[src/rtl/capability_slot_linked_table_defines.svh]
// Assertion macros for the capability slot table.
`ifndef CAPABILITY_SLOT_LINKED_TABLE_DEFINES_SVH
`define CAPABILITY_SLOT_LINKED_TABLE_DEFINES_SVH

`ifndef SYNTHESIS
// Same-cycle implication, checked on every clock edge outside reset.
`define CSL_ASSERT_SAME(label, ante, cons) \
   label: assert property (@(posedge clock) disable iff (reset) (ante) |-> (cons)) \
      else $error("capability slot table: same-cycle check failed");
// Next-cycle implication, checked on every clock edge outside reset.
`define CSL_ASSERT_NEXT(label, ante, cons) \
   label: assert property (@(posedge clock) disable iff (reset) (ante) |=> (cons)) \
      else $error("capability slot table: next-cycle check failed");
`else
`define CSL_ASSERT_SAME(label, ante, cons)
`define CSL_ASSERT_NEXT(label, ante, cons)
`endif

`endif

[src/rtl/csl_pkg.sv]
`default_nettype none

package csl_pkg;

   localparam int PROC_COUNT     = 8;
   localparam int SLOTS_PER_PROC = 32;
   localparam int TYPE_BITS      = 4;
   localparam int TOTAL_SLOTS    = PROC_COUNT * SLOTS_PER_PROC;
   localparam int SLOT_W         = (TOTAL_SLOTS > 1) ? $clog2(TOTAL_SLOTS) : 1;
   localparam int CAP_W          = 64;

   typedef logic [SLOT_W-1:0] slot_type;

   typedef enum logic [1:0] {
      CMD_READ   = 2'd0,
      CMD_INSERT = 2'd1,
      CMD_DELETE = 2'd2,
      CMD_MOVE   = 2'd3
   } cmd_type;

   typedef struct packed {
      cmd_type          cmd;
      logic [7:0]       proc_id;
      logic [7:0]       slot_index;
      logic [7:0]       other_proc_id;
      logic [7:0]       other_slot_index;
      logic [CAP_W-1:0] cap_in;
   } req_type;

   typedef struct packed {
      logic             status;
      logic [CAP_W-1:0] cap_out;
      logic             slot_empty;
      logic [7:0]       next_slot;
      logic [7:0]       prev_slot;
   } rsp_type;

endpackage

`default_nettype wire

[src/rtl/csl_decode.sv]
`default_nettype none

// Check the slot address of a request, and the other one for insert and move, and form their flat slot numbers.
module csl_decode (
   input  csl_pkg::req_type  req,
   output logic              ok,
   output csl_pkg::slot_type slot,
   output csl_pkg::slot_type other_slot
);

   logic        slot_ok;
   logic        other_ok;
   logic        uses_other;
   logic [15:0] slot_flat;
   logic [15:0] other_flat;

   always_comb begin
      slot_ok  = (9'(req.proc_id) < 9'(csl_pkg::PROC_COUNT)) &&
                 (9'(req.slot_index) < 9'(csl_pkg::SLOTS_PER_PROC));
      other_ok = (9'(req.other_proc_id) < 9'(csl_pkg::PROC_COUNT)) &&
                 (9'(req.other_slot_index) < 9'(csl_pkg::SLOTS_PER_PROC));
      uses_other = (req.cmd == csl_pkg::CMD_INSERT) || (req.cmd == csl_pkg::CMD_MOVE);
      ok = slot_ok && (other_ok || !uses_other);

      slot_flat  = 16'(req.proc_id) * 16'(csl_pkg::SLOTS_PER_PROC) + 16'(req.slot_index);
      other_flat = 16'(req.other_proc_id) * 16'(csl_pkg::SLOTS_PER_PROC) +
                   16'(req.other_slot_index);
      slot       = slot_flat[csl_pkg::SLOT_W-1:0];
      other_slot = other_flat[csl_pkg::SLOT_W-1:0];
   end

endmodule

`default_nettype wire
[config.mk]
export PLATFORM = sky130hd
export DESIGN_NAME = csl_decode
export DESIGN_NICKNAME = d
export VERILOG_FILES = /design/src/rtl/capability_slot_linked_table_defines.svh /design/src/rtl/csl_pkg.sv /design/src/rtl/csl_decode.sv
export SDC_FILE = /design/constraint.sdc
export NUM_CORES = 1
export LEC_CHECK = 0
export ABC_CLOCK_PERIOD_IN_PS = 2300
export BUFFER_PORTS_ARGS = -buffer_cell sky130_fd_sc_hd__buf_2
export CAP_MARGIN = 20
export CORE_AREA = 2 2 45 47
export DETAILED_ROUTE_END_ITERATION = 16
export DIE_AREA = 0 0 47 49
export GPL_TIMING_DRIVEN = 0
export PLACE_DENSITY = 0.76
export SETUP_SLACK_MARGIN = 0.05
export SYNTH_ARGS = -nofsm -noshare
export SYNTH_HDL_FRONTEND = slang
export SYNTH_SLANG_ARGS = --single-unit
export TNS_END_PERCENT = 20
[constraint.sdc]
create_clock -name vclk -period 2.3
set_input_delay 0.46 -clock vclk [all_inputs]
set_output_delay 0.46 -clock vclk [all_outputs]
set_load 0.03 [all_outputs]
==> impl_metrics.json, run 1 <==
{
  "hold_class": "in2out",
  "postCtsSetupRepairBufs": 0,
  "ctsHoldBuffers": 0,
  "start_kind": "input port",
  "dp.cells": 92,
  "finalSetupTns_ns": 0,
  "timing.hold.ws_ns": 1.17,
  "leakage_uw": 0.000251,
  "nNetsFinal": 169,
  "wl_met3_um": 201,
  "grt_pass1_vias": 285,
  "grt_use_total_pct": 7.03,
  "crit_path_max_fanout": 2,
  "die_w_um": 47,
  "routed-via-count": 318,
  "top_layer_used": "met3",
  "cp.arrival_ns": 1.69,
  "start_util_pct": 12.1,
  "instances_no_fill": 92,
  "die_h_um": 49,
  "avgSynthCellArea_um2": 8.91,
  "grt_overflow": 0,
  "routed_wl_um": 853,
  "cts_resized": 0,
  "syn_to_final_growth_pct": 105,
  "synth_common_cells": "10 x buf_4, 4 x xnor2_1, 3 x nor4_1",
  "final_util_pct": 24.8,
  "via_per_inst": 3.46,
  "rows": 16,
  "crit_slowest_cell": "fa_1",
  "io_buffer_count": 40,
  "diodes": 0,
  "post_drt_wl_per_cell_um": 9.27,
  "synth_top_area_share_pct": 33.7,
  "seqCellArea_um2": 0,
  "timing.fmax_ghz": 0.465,
  "critPathBufInv": 2,
  "endpoint_kind": "output pin",
  "fin_crit_sh_pct": 93.5,
  "cp_cell_sequence": "buf_2, ha_1, fa_1, xnor2_1, xnor2_1, buf_2",
  "yosysMostFrequentCell": "buf_4",
  "slew_headroom_pct": 82.9,
  "antenna_found_initial": 0,
  "gp_congestion": 0.651,
  "max_slew.worst_pin.slew_ns": 0.255,
  "total_power_uw": 133,
  "met1_length_um": 384,
  "post-route-drc-count": 0,
  "maxCapViolations": 0,
  "setup_viol": 0,
  "outcome": "finished clean",
  "drt_iter0_drc": 0,
  "slowest_delay_ns": 0.37,
  "powerDensity_mw_per_mm2": 292,
  "fill_cells": 216,
  "hold_violations": 0,
  "syn-cell-area_um2": 223,
  "nFlopsAndLatches": 0,
  "wl_met2_um": 267,
  "cp.required_ns": 1.84,
  "ios": 115,
  "rsz0062_at_grt": "false",
  "slew_violations": 0,
  "n_clock_buffer": 0,
  "synth_area_leaders": "buf_4 34%, fa_1 18%, xnor2_1 16%",
  "ys_types": 8,
  "synth_warnings": 0,
  "syn-num-nets": 127,
  "grt_pass1_wl_um": 1170,
  "synth_area_leader_cell": "buf_4",
  "grt_max_degree": 3,
  "ant_nets": 0,
  "crit_family": "adder cells",
  "critPathKind": "in2out",
  "drive_gt1_share_pct": 80.0,
  "drt-pass1-iter-count": 1,
  "core-area_mm2": 0.00184,
  "peakVddDrop_mv": 0.0829,
  "multi_input_area_um2": 148,
  "period_needed_ns": 2.15,
  "seq_area_frac_synth_pct": 0,
  "die_area_mm2": 0.00230,
  "netlist_instances": 25
}
==> cell families (layout without fill, tap and decap cells) <==
family          after synthesis  count (layout)  share of synthesized area (%)
fa+ha+maj                     4               4                           29.2
xor+xnor                      4               4                           15.7
compound gates                1               1                           3.93
buf+inv                      10              50                           33.7
simple gates                  6               6                           17.4
==> layout by cell type, fill, tap and decap left out <==
master,netlist,routed
buf_2,0,40
buf_4,10,10
xnor2_1,4,4
nor4_1,3,3
nand2_1,2,2
fa_1,2,2
ha_1,2,2
nor4_2,1,1
a21oi_2,1,1
==> cell type report <==
type                       instances  share of cell area [%]
timing repair buffer              40                    43.8
tap                               27                    7.40
multi-input combinational         15                    32.3
buffer                            10                    16.4
==> where the power goes <==
part | internal [uW] | total, uW | switching [uW]
clock network | 0 | 0 | 0
logic | 52.9 | 133 | 80.5
registers | 0 | 0 | 0
total | 52.9 | 133 | 80.5
==> layer usage <==
metal | vias up | GRT usage [%]
li1 | 156 | -
met2 | 43 | 10.5
met4 | 0 | 0
met5 | - | 0
met1 | 119 | 10.2
met3 | 0 | 2.59
==> worst paths after layout <==
path              slack (ns)  cells after the start    start            end
hold / removal          1.17                      2  req[84]        slot[4]
setup / recovery        0.15                      6  req[69]  other_slot[7]
==> stage by stage <==
stage                     area (um^2)  worst slack, ns
final                             457            0.149
after global routing              457           0.0697
after CTS                         457            0.128
after detailed placement          457            0.136
after global placement            457            0.182
after floorplan                   223            0.149
Power figures use the tool's default switching activity.
==> run 2: changes to the inputs <==
- PLACE_DENSITY: 0.76 -> unset
- PLACE_DENSITY_LB_ADDON: unset -> 0.2
==> run 2 against run 1 <==
Compared with the run above: power fell by 0.73%; via count shrank 4.1%; critical path depth did not move; count of clock-buffer cells in the layout unchanged; non-clock buffer count is the same; sequential cell count stayed put; final cell count did not move; worst hold slack is essentially flat; die area stayed put; final area unchanged; critical endpoint unchanged.
==> impl_metrics.json, run 2 (same netlist as run 1, synthesis figures left out) <==
{
  "outcome": "finished clean",
  "ios": 115,
  "leakage_uw": 0.000251,
  "intPower_uw": 53.0,
  "die_area_mm2": 0.00230,
  "cp.arrival_ns": 1.68,
  "via_per_inst": 3.32,
  "period_needed_ns": 2.14,
  "maxCapViolations": 0,
  "switchingPower_uw": 79.5,
  "seqPwrFrac_pct": 0,
  "cp.required_ns": 1.84,
  "die_h_um": 49,
  "start_util_pct": 12.1,
  "ctsHoldBuffers": 0,
  "final_util_pct": 24.8,
  "met1_length_um": 288,
  "endpoint_kind": "output pin",
  "diodes": 0,
  "critPathKind": "in2out",
  "pwr-share-comb_pct": 100.0,
  "finalSetupTns_ns": 0,
  "crit_path_max_fanout": 2,
  "top_layer_used": "met3",
  "drt-pass1-iter-count": 2,
  "grt_pass1_vias": 267,
  "slew_violations": 0,
  "nFlopsAndLatches": 0,
  "switching_share_pct": 60.0,
  "antenna_found_initial": 0,
  "routed-via-count": 305,
  "gp_congestion": 0.668,
  "drive_gt1_share_pct": 80.0,
  "dp.final_hpwl_um": 744,
  "routed_wl_um": 762,
  "syn_to_final_growth_pct": 105,
  "post_drt_wl_per_cell_um": 8.28,
  "rows": 16,
  "peakVddDrop_mv": 0.0881,
  "timing.fmax_ghz": 0.468,
  "power_frac_clock_pct": 0,
  "mostFrequentLayoutCell": "buf_2",
  "slew_headroom_pct": 83.9,
  "fin_crit_sh_pct": 93.0,
  "n_clock_buffer": 0,
  "post-route-drc-count": 0,
  "nNetsFinal": 169,
  "powerDensity_mw_per_mm2": 290,
  "grt_pass1_wl_um": 1020,
  "core-area_mm2": 0.00184,
  "die_w_um": 47,
  "mostFrequentLayoutCells": "40 x buf_2, 10 x buf_4, 4 x xnor2_1, 3 x nor4_1",
  "hold_class": "in2out",
  "grt_max_degree": 3,
  "hold_violations": 0,
  "io_buffer_count": 40,
  "wl_met3_um": 185,
  "grt_use_total_pct": 5.77,
  "cts_resized": 0,
  "max_slew.worst_pin.slew_ns": 0.240,
  "ant_nets": 0,
  "start_kind": "input port",
  "grt_overflow": 0,
  "postCtsSetupRepairBufs": 0,
  "setup_viol": 0,
  "drt_iter0_drc": 1,
  "wl_met2_um": 288,
  "rsz0062_at_grt": "false",
  "seqCellArea_um2": 0
}
-- run 2: cell counts in the layout (fill, tap and decap cells not counted) --
Identical to the previous run, type by type.
-- run 2: cell type report --
cell class / instances / area, um^2
multi-input cells: 15 / 148
plain buffers: 10 / 75.1
fillers: 215 / 1390
repair buffers: 40 / 200
well taps: 27 / 33.8
-- run 2: worst paths after layout --
path | from | to | slack [ns] | cells past startpoint
min | req[84] | slot[4] | 1.17 | 2
max | req[69] | other_slot[7] | 0.16 | 6
-- run 2: power groups by stage --
stage                     clock network, uW  logic (uW)  registers [uW]
after floorplan                           0        89.5               0
after global placement                    0         134               0
after detailed placement                  0         134               0
after CTS                                 0         135               0
after global routing                      0         143               0
final                                     0         132               0
-- run 2: worst max-delay path, cell delays in order --
cell     delay [ns]
buf_2          0.11
ha_1           0.20
fa_1           0.38
xnor2_1        0.18
xnor2_1        0.14
buf_2          0.22
-- run 2: metal layers --
layer  track usage [%]  up-vias
li1                  -      156
met1              7.17      114
met2              9.36       35
met3              2.96        0
met4                 0        0
met5                 0        -
-- run 2: metrics by stage --
step / std cells / instance area, um^2 / hold WS (ns) / setup WS (ns) / total power, uW
after floorplan: 25 / 223 / 1.02 / 0.149 / 89.5
after global placement: 92 / 457 / 1.17 / 0.170 / 134
after detailed placement: 92 / 457 / 1.17 / 0.166 / 134
after CTS: 92 / 457 / 1.17 / 0.155 / 135
after global routing: 92 / 457 / 1.17 / 0.107 / 143
final: 92 / 457 / 1.17 / 0.161 / 132
==> run 3: changes to the inputs <==
- RECOVER_POWER: unset -> 25
==> run 3 against run 2 <==
Compared with the run above: wire length rose by 0.13%; critical path depth is the same; fmax is the same; global-route usage stayed put; power down 0.72%; sequential share of layout area did not move; non-clock buffer count unchanged; combinational power is essentially flat; via count stayed put; critical endpoint unchanged; largest cell class unchanged.
==> impl_metrics.json, run 3 (same netlist as run 1, synthesis figures left out) <==
{
  "start_util_pct": 12.1,
  "via_per_inst": 3.32,
  "grt_use_total_pct": 5.77,
  "mostFrequentLayoutCells": "36 x buf_2, 10 x buf_4, 4 x xnor2_1, 4 x clkbuf_1, 3 x nor4_1",
  "nNetsFinal": 169,
  "die_w_um": 47,
  "diodes": 0,
  "max_slew.worst_pin.slew_ns": 0.360,
  "setup_viol": 0,
  "hp-start": "req[81]",
  "slew_headroom_pct": 76.1,
  "cp.required_ns": 1.84,
  "die_area_mm2": 0.00230,
  "post_drt_wl_per_cell_um": 8.29,
  "drt-pass1-iter-count": 2,
  "placed_area_um2": 457,
  "n_clock_buffer": 0,
  "cp.arrival_ns": 1.68,
  "hold_class": "in2out",
  "routed_wl_um": 763,
  "mostFrequentLayoutCell": "buf_2",
  "gp_congestion": 0.668,
  "maxCapViolations": 0,
  "period_needed_ns": 2.14,
  "nFlopsAndLatches": 0,
  "slew_violations": 0,
  "grt_max_degree": 3,
  "leakage_uw": 0.000240,
  "finalSetupTns_ns": 0,
  "core-area_mm2": 0.00184,
  "powerDensity_mw_per_mm2": 291,
  "endpoint_kind": "output pin",
  "critPathKind": "in2out",
  "rows": 16,
  "rsz0062_at_grt": "false",
  "seqCellArea_um2": 0,
  "routed-via-count": 305,
  "drt_iter0_drc": 1,
  "instances_no_fill": 92,
  "pre_cts_slack_ns": 0.166,
  "post-route-drc-count": 0,
  "dp.final_hpwl_um": 744,
  "hold_violations": 0,
  "fin_crit_sh_pct": 93.0,
  "dp.cells": 92,
  "outcome": "finished clean",
  "timing.fmax_ghz": 0.468,
  "die_h_um": 49,
  "ant_nets": 0,
  "ctsHoldBuffers": 0,
  "grt_pass1_wl_um": 1020,
  "io_buffer_count": 40,
  "ios": 115,
  "finalInstanceArea_um2": 452,
  "start_kind": "input port",
  "grt_pass1_vias": 267,
  "drive_gt1_share_pct": 73.8,
  "cts_resized": 0,
  "peakVddDrop_mv": 0.0881,
  "setup_ws_ns": 0.161,
  "crit_path_max_fanout": 2,
  "postCtsSetupRepairBufs": 0,
  "syn_to_final_growth_pct": 103,
  "whs_path_depth": 2,
  "antenna_found_initial": 0,
  "grt_overflow": 0,
  "crit_start": "req[69]"
}
[run 3: cell count changes in the layout (fill, tap and decap cells not counted)]
cell and change:
buf_2 -4, clkbuf_1 +4
[run 3: routing by layer]
| metal | vias to the layer above | GRT usage [%] | wire [um] |
|---|---|---|---|
| li1 | 156 | - | - |
| met1 | 114 | 7.17 | 290 |
| met2 | 35 | 9.36 | 288 |
| met3 | 0 | 2.96 | 184 |
| met4 | 0 | 0 | 0 |
| met5 | - | 0 | 0 |
[run 3: layout make-up]
| cell class | count | area, um^2 |
|---|---|---|
| fill | 217 | 1390 |
| timing repair buffer | 40 | 195 |
| multi-input combinational | 15 | 148 |
| buffer | 10 | 75.1 |
| tap | 27 | 33.8 |
[run 3: path summary, 6_finish.rpt]
kind                             to  slack, ns
worst max-delay path  other_slot[7]       0.16
worst min-delay path        slot[1]       1.17
[run 3: worst max-delay path, cell delays in order]
cell and delay [ns]:
buf_2 0.11, ha_1 0.20, fa_1 0.38, xnor2_1 0.18, xnor2_1 0.14, buf_2 0.22
[run 3: through the flow]
stage / total power, uW / hold slack, ns / util, %
floorplan: 89.5 / 1.02 / -
global placement: 134 / 1.17 / 24.8
detailed placement: 134 / 1.17 / 24.8
global route: 142 / 1.18 / 24.5
CTS: 135 / 1.17 / 24.8
finish: 132 / 1.17 / 24.5
[run 3: power breakdown]
group / total, uW / internal [uW] / switching (uW)
Clock: 0 / 0 / 0
Combinational: 132 / 52.0 / 79.6
Sequential: 0 / 0 / 0
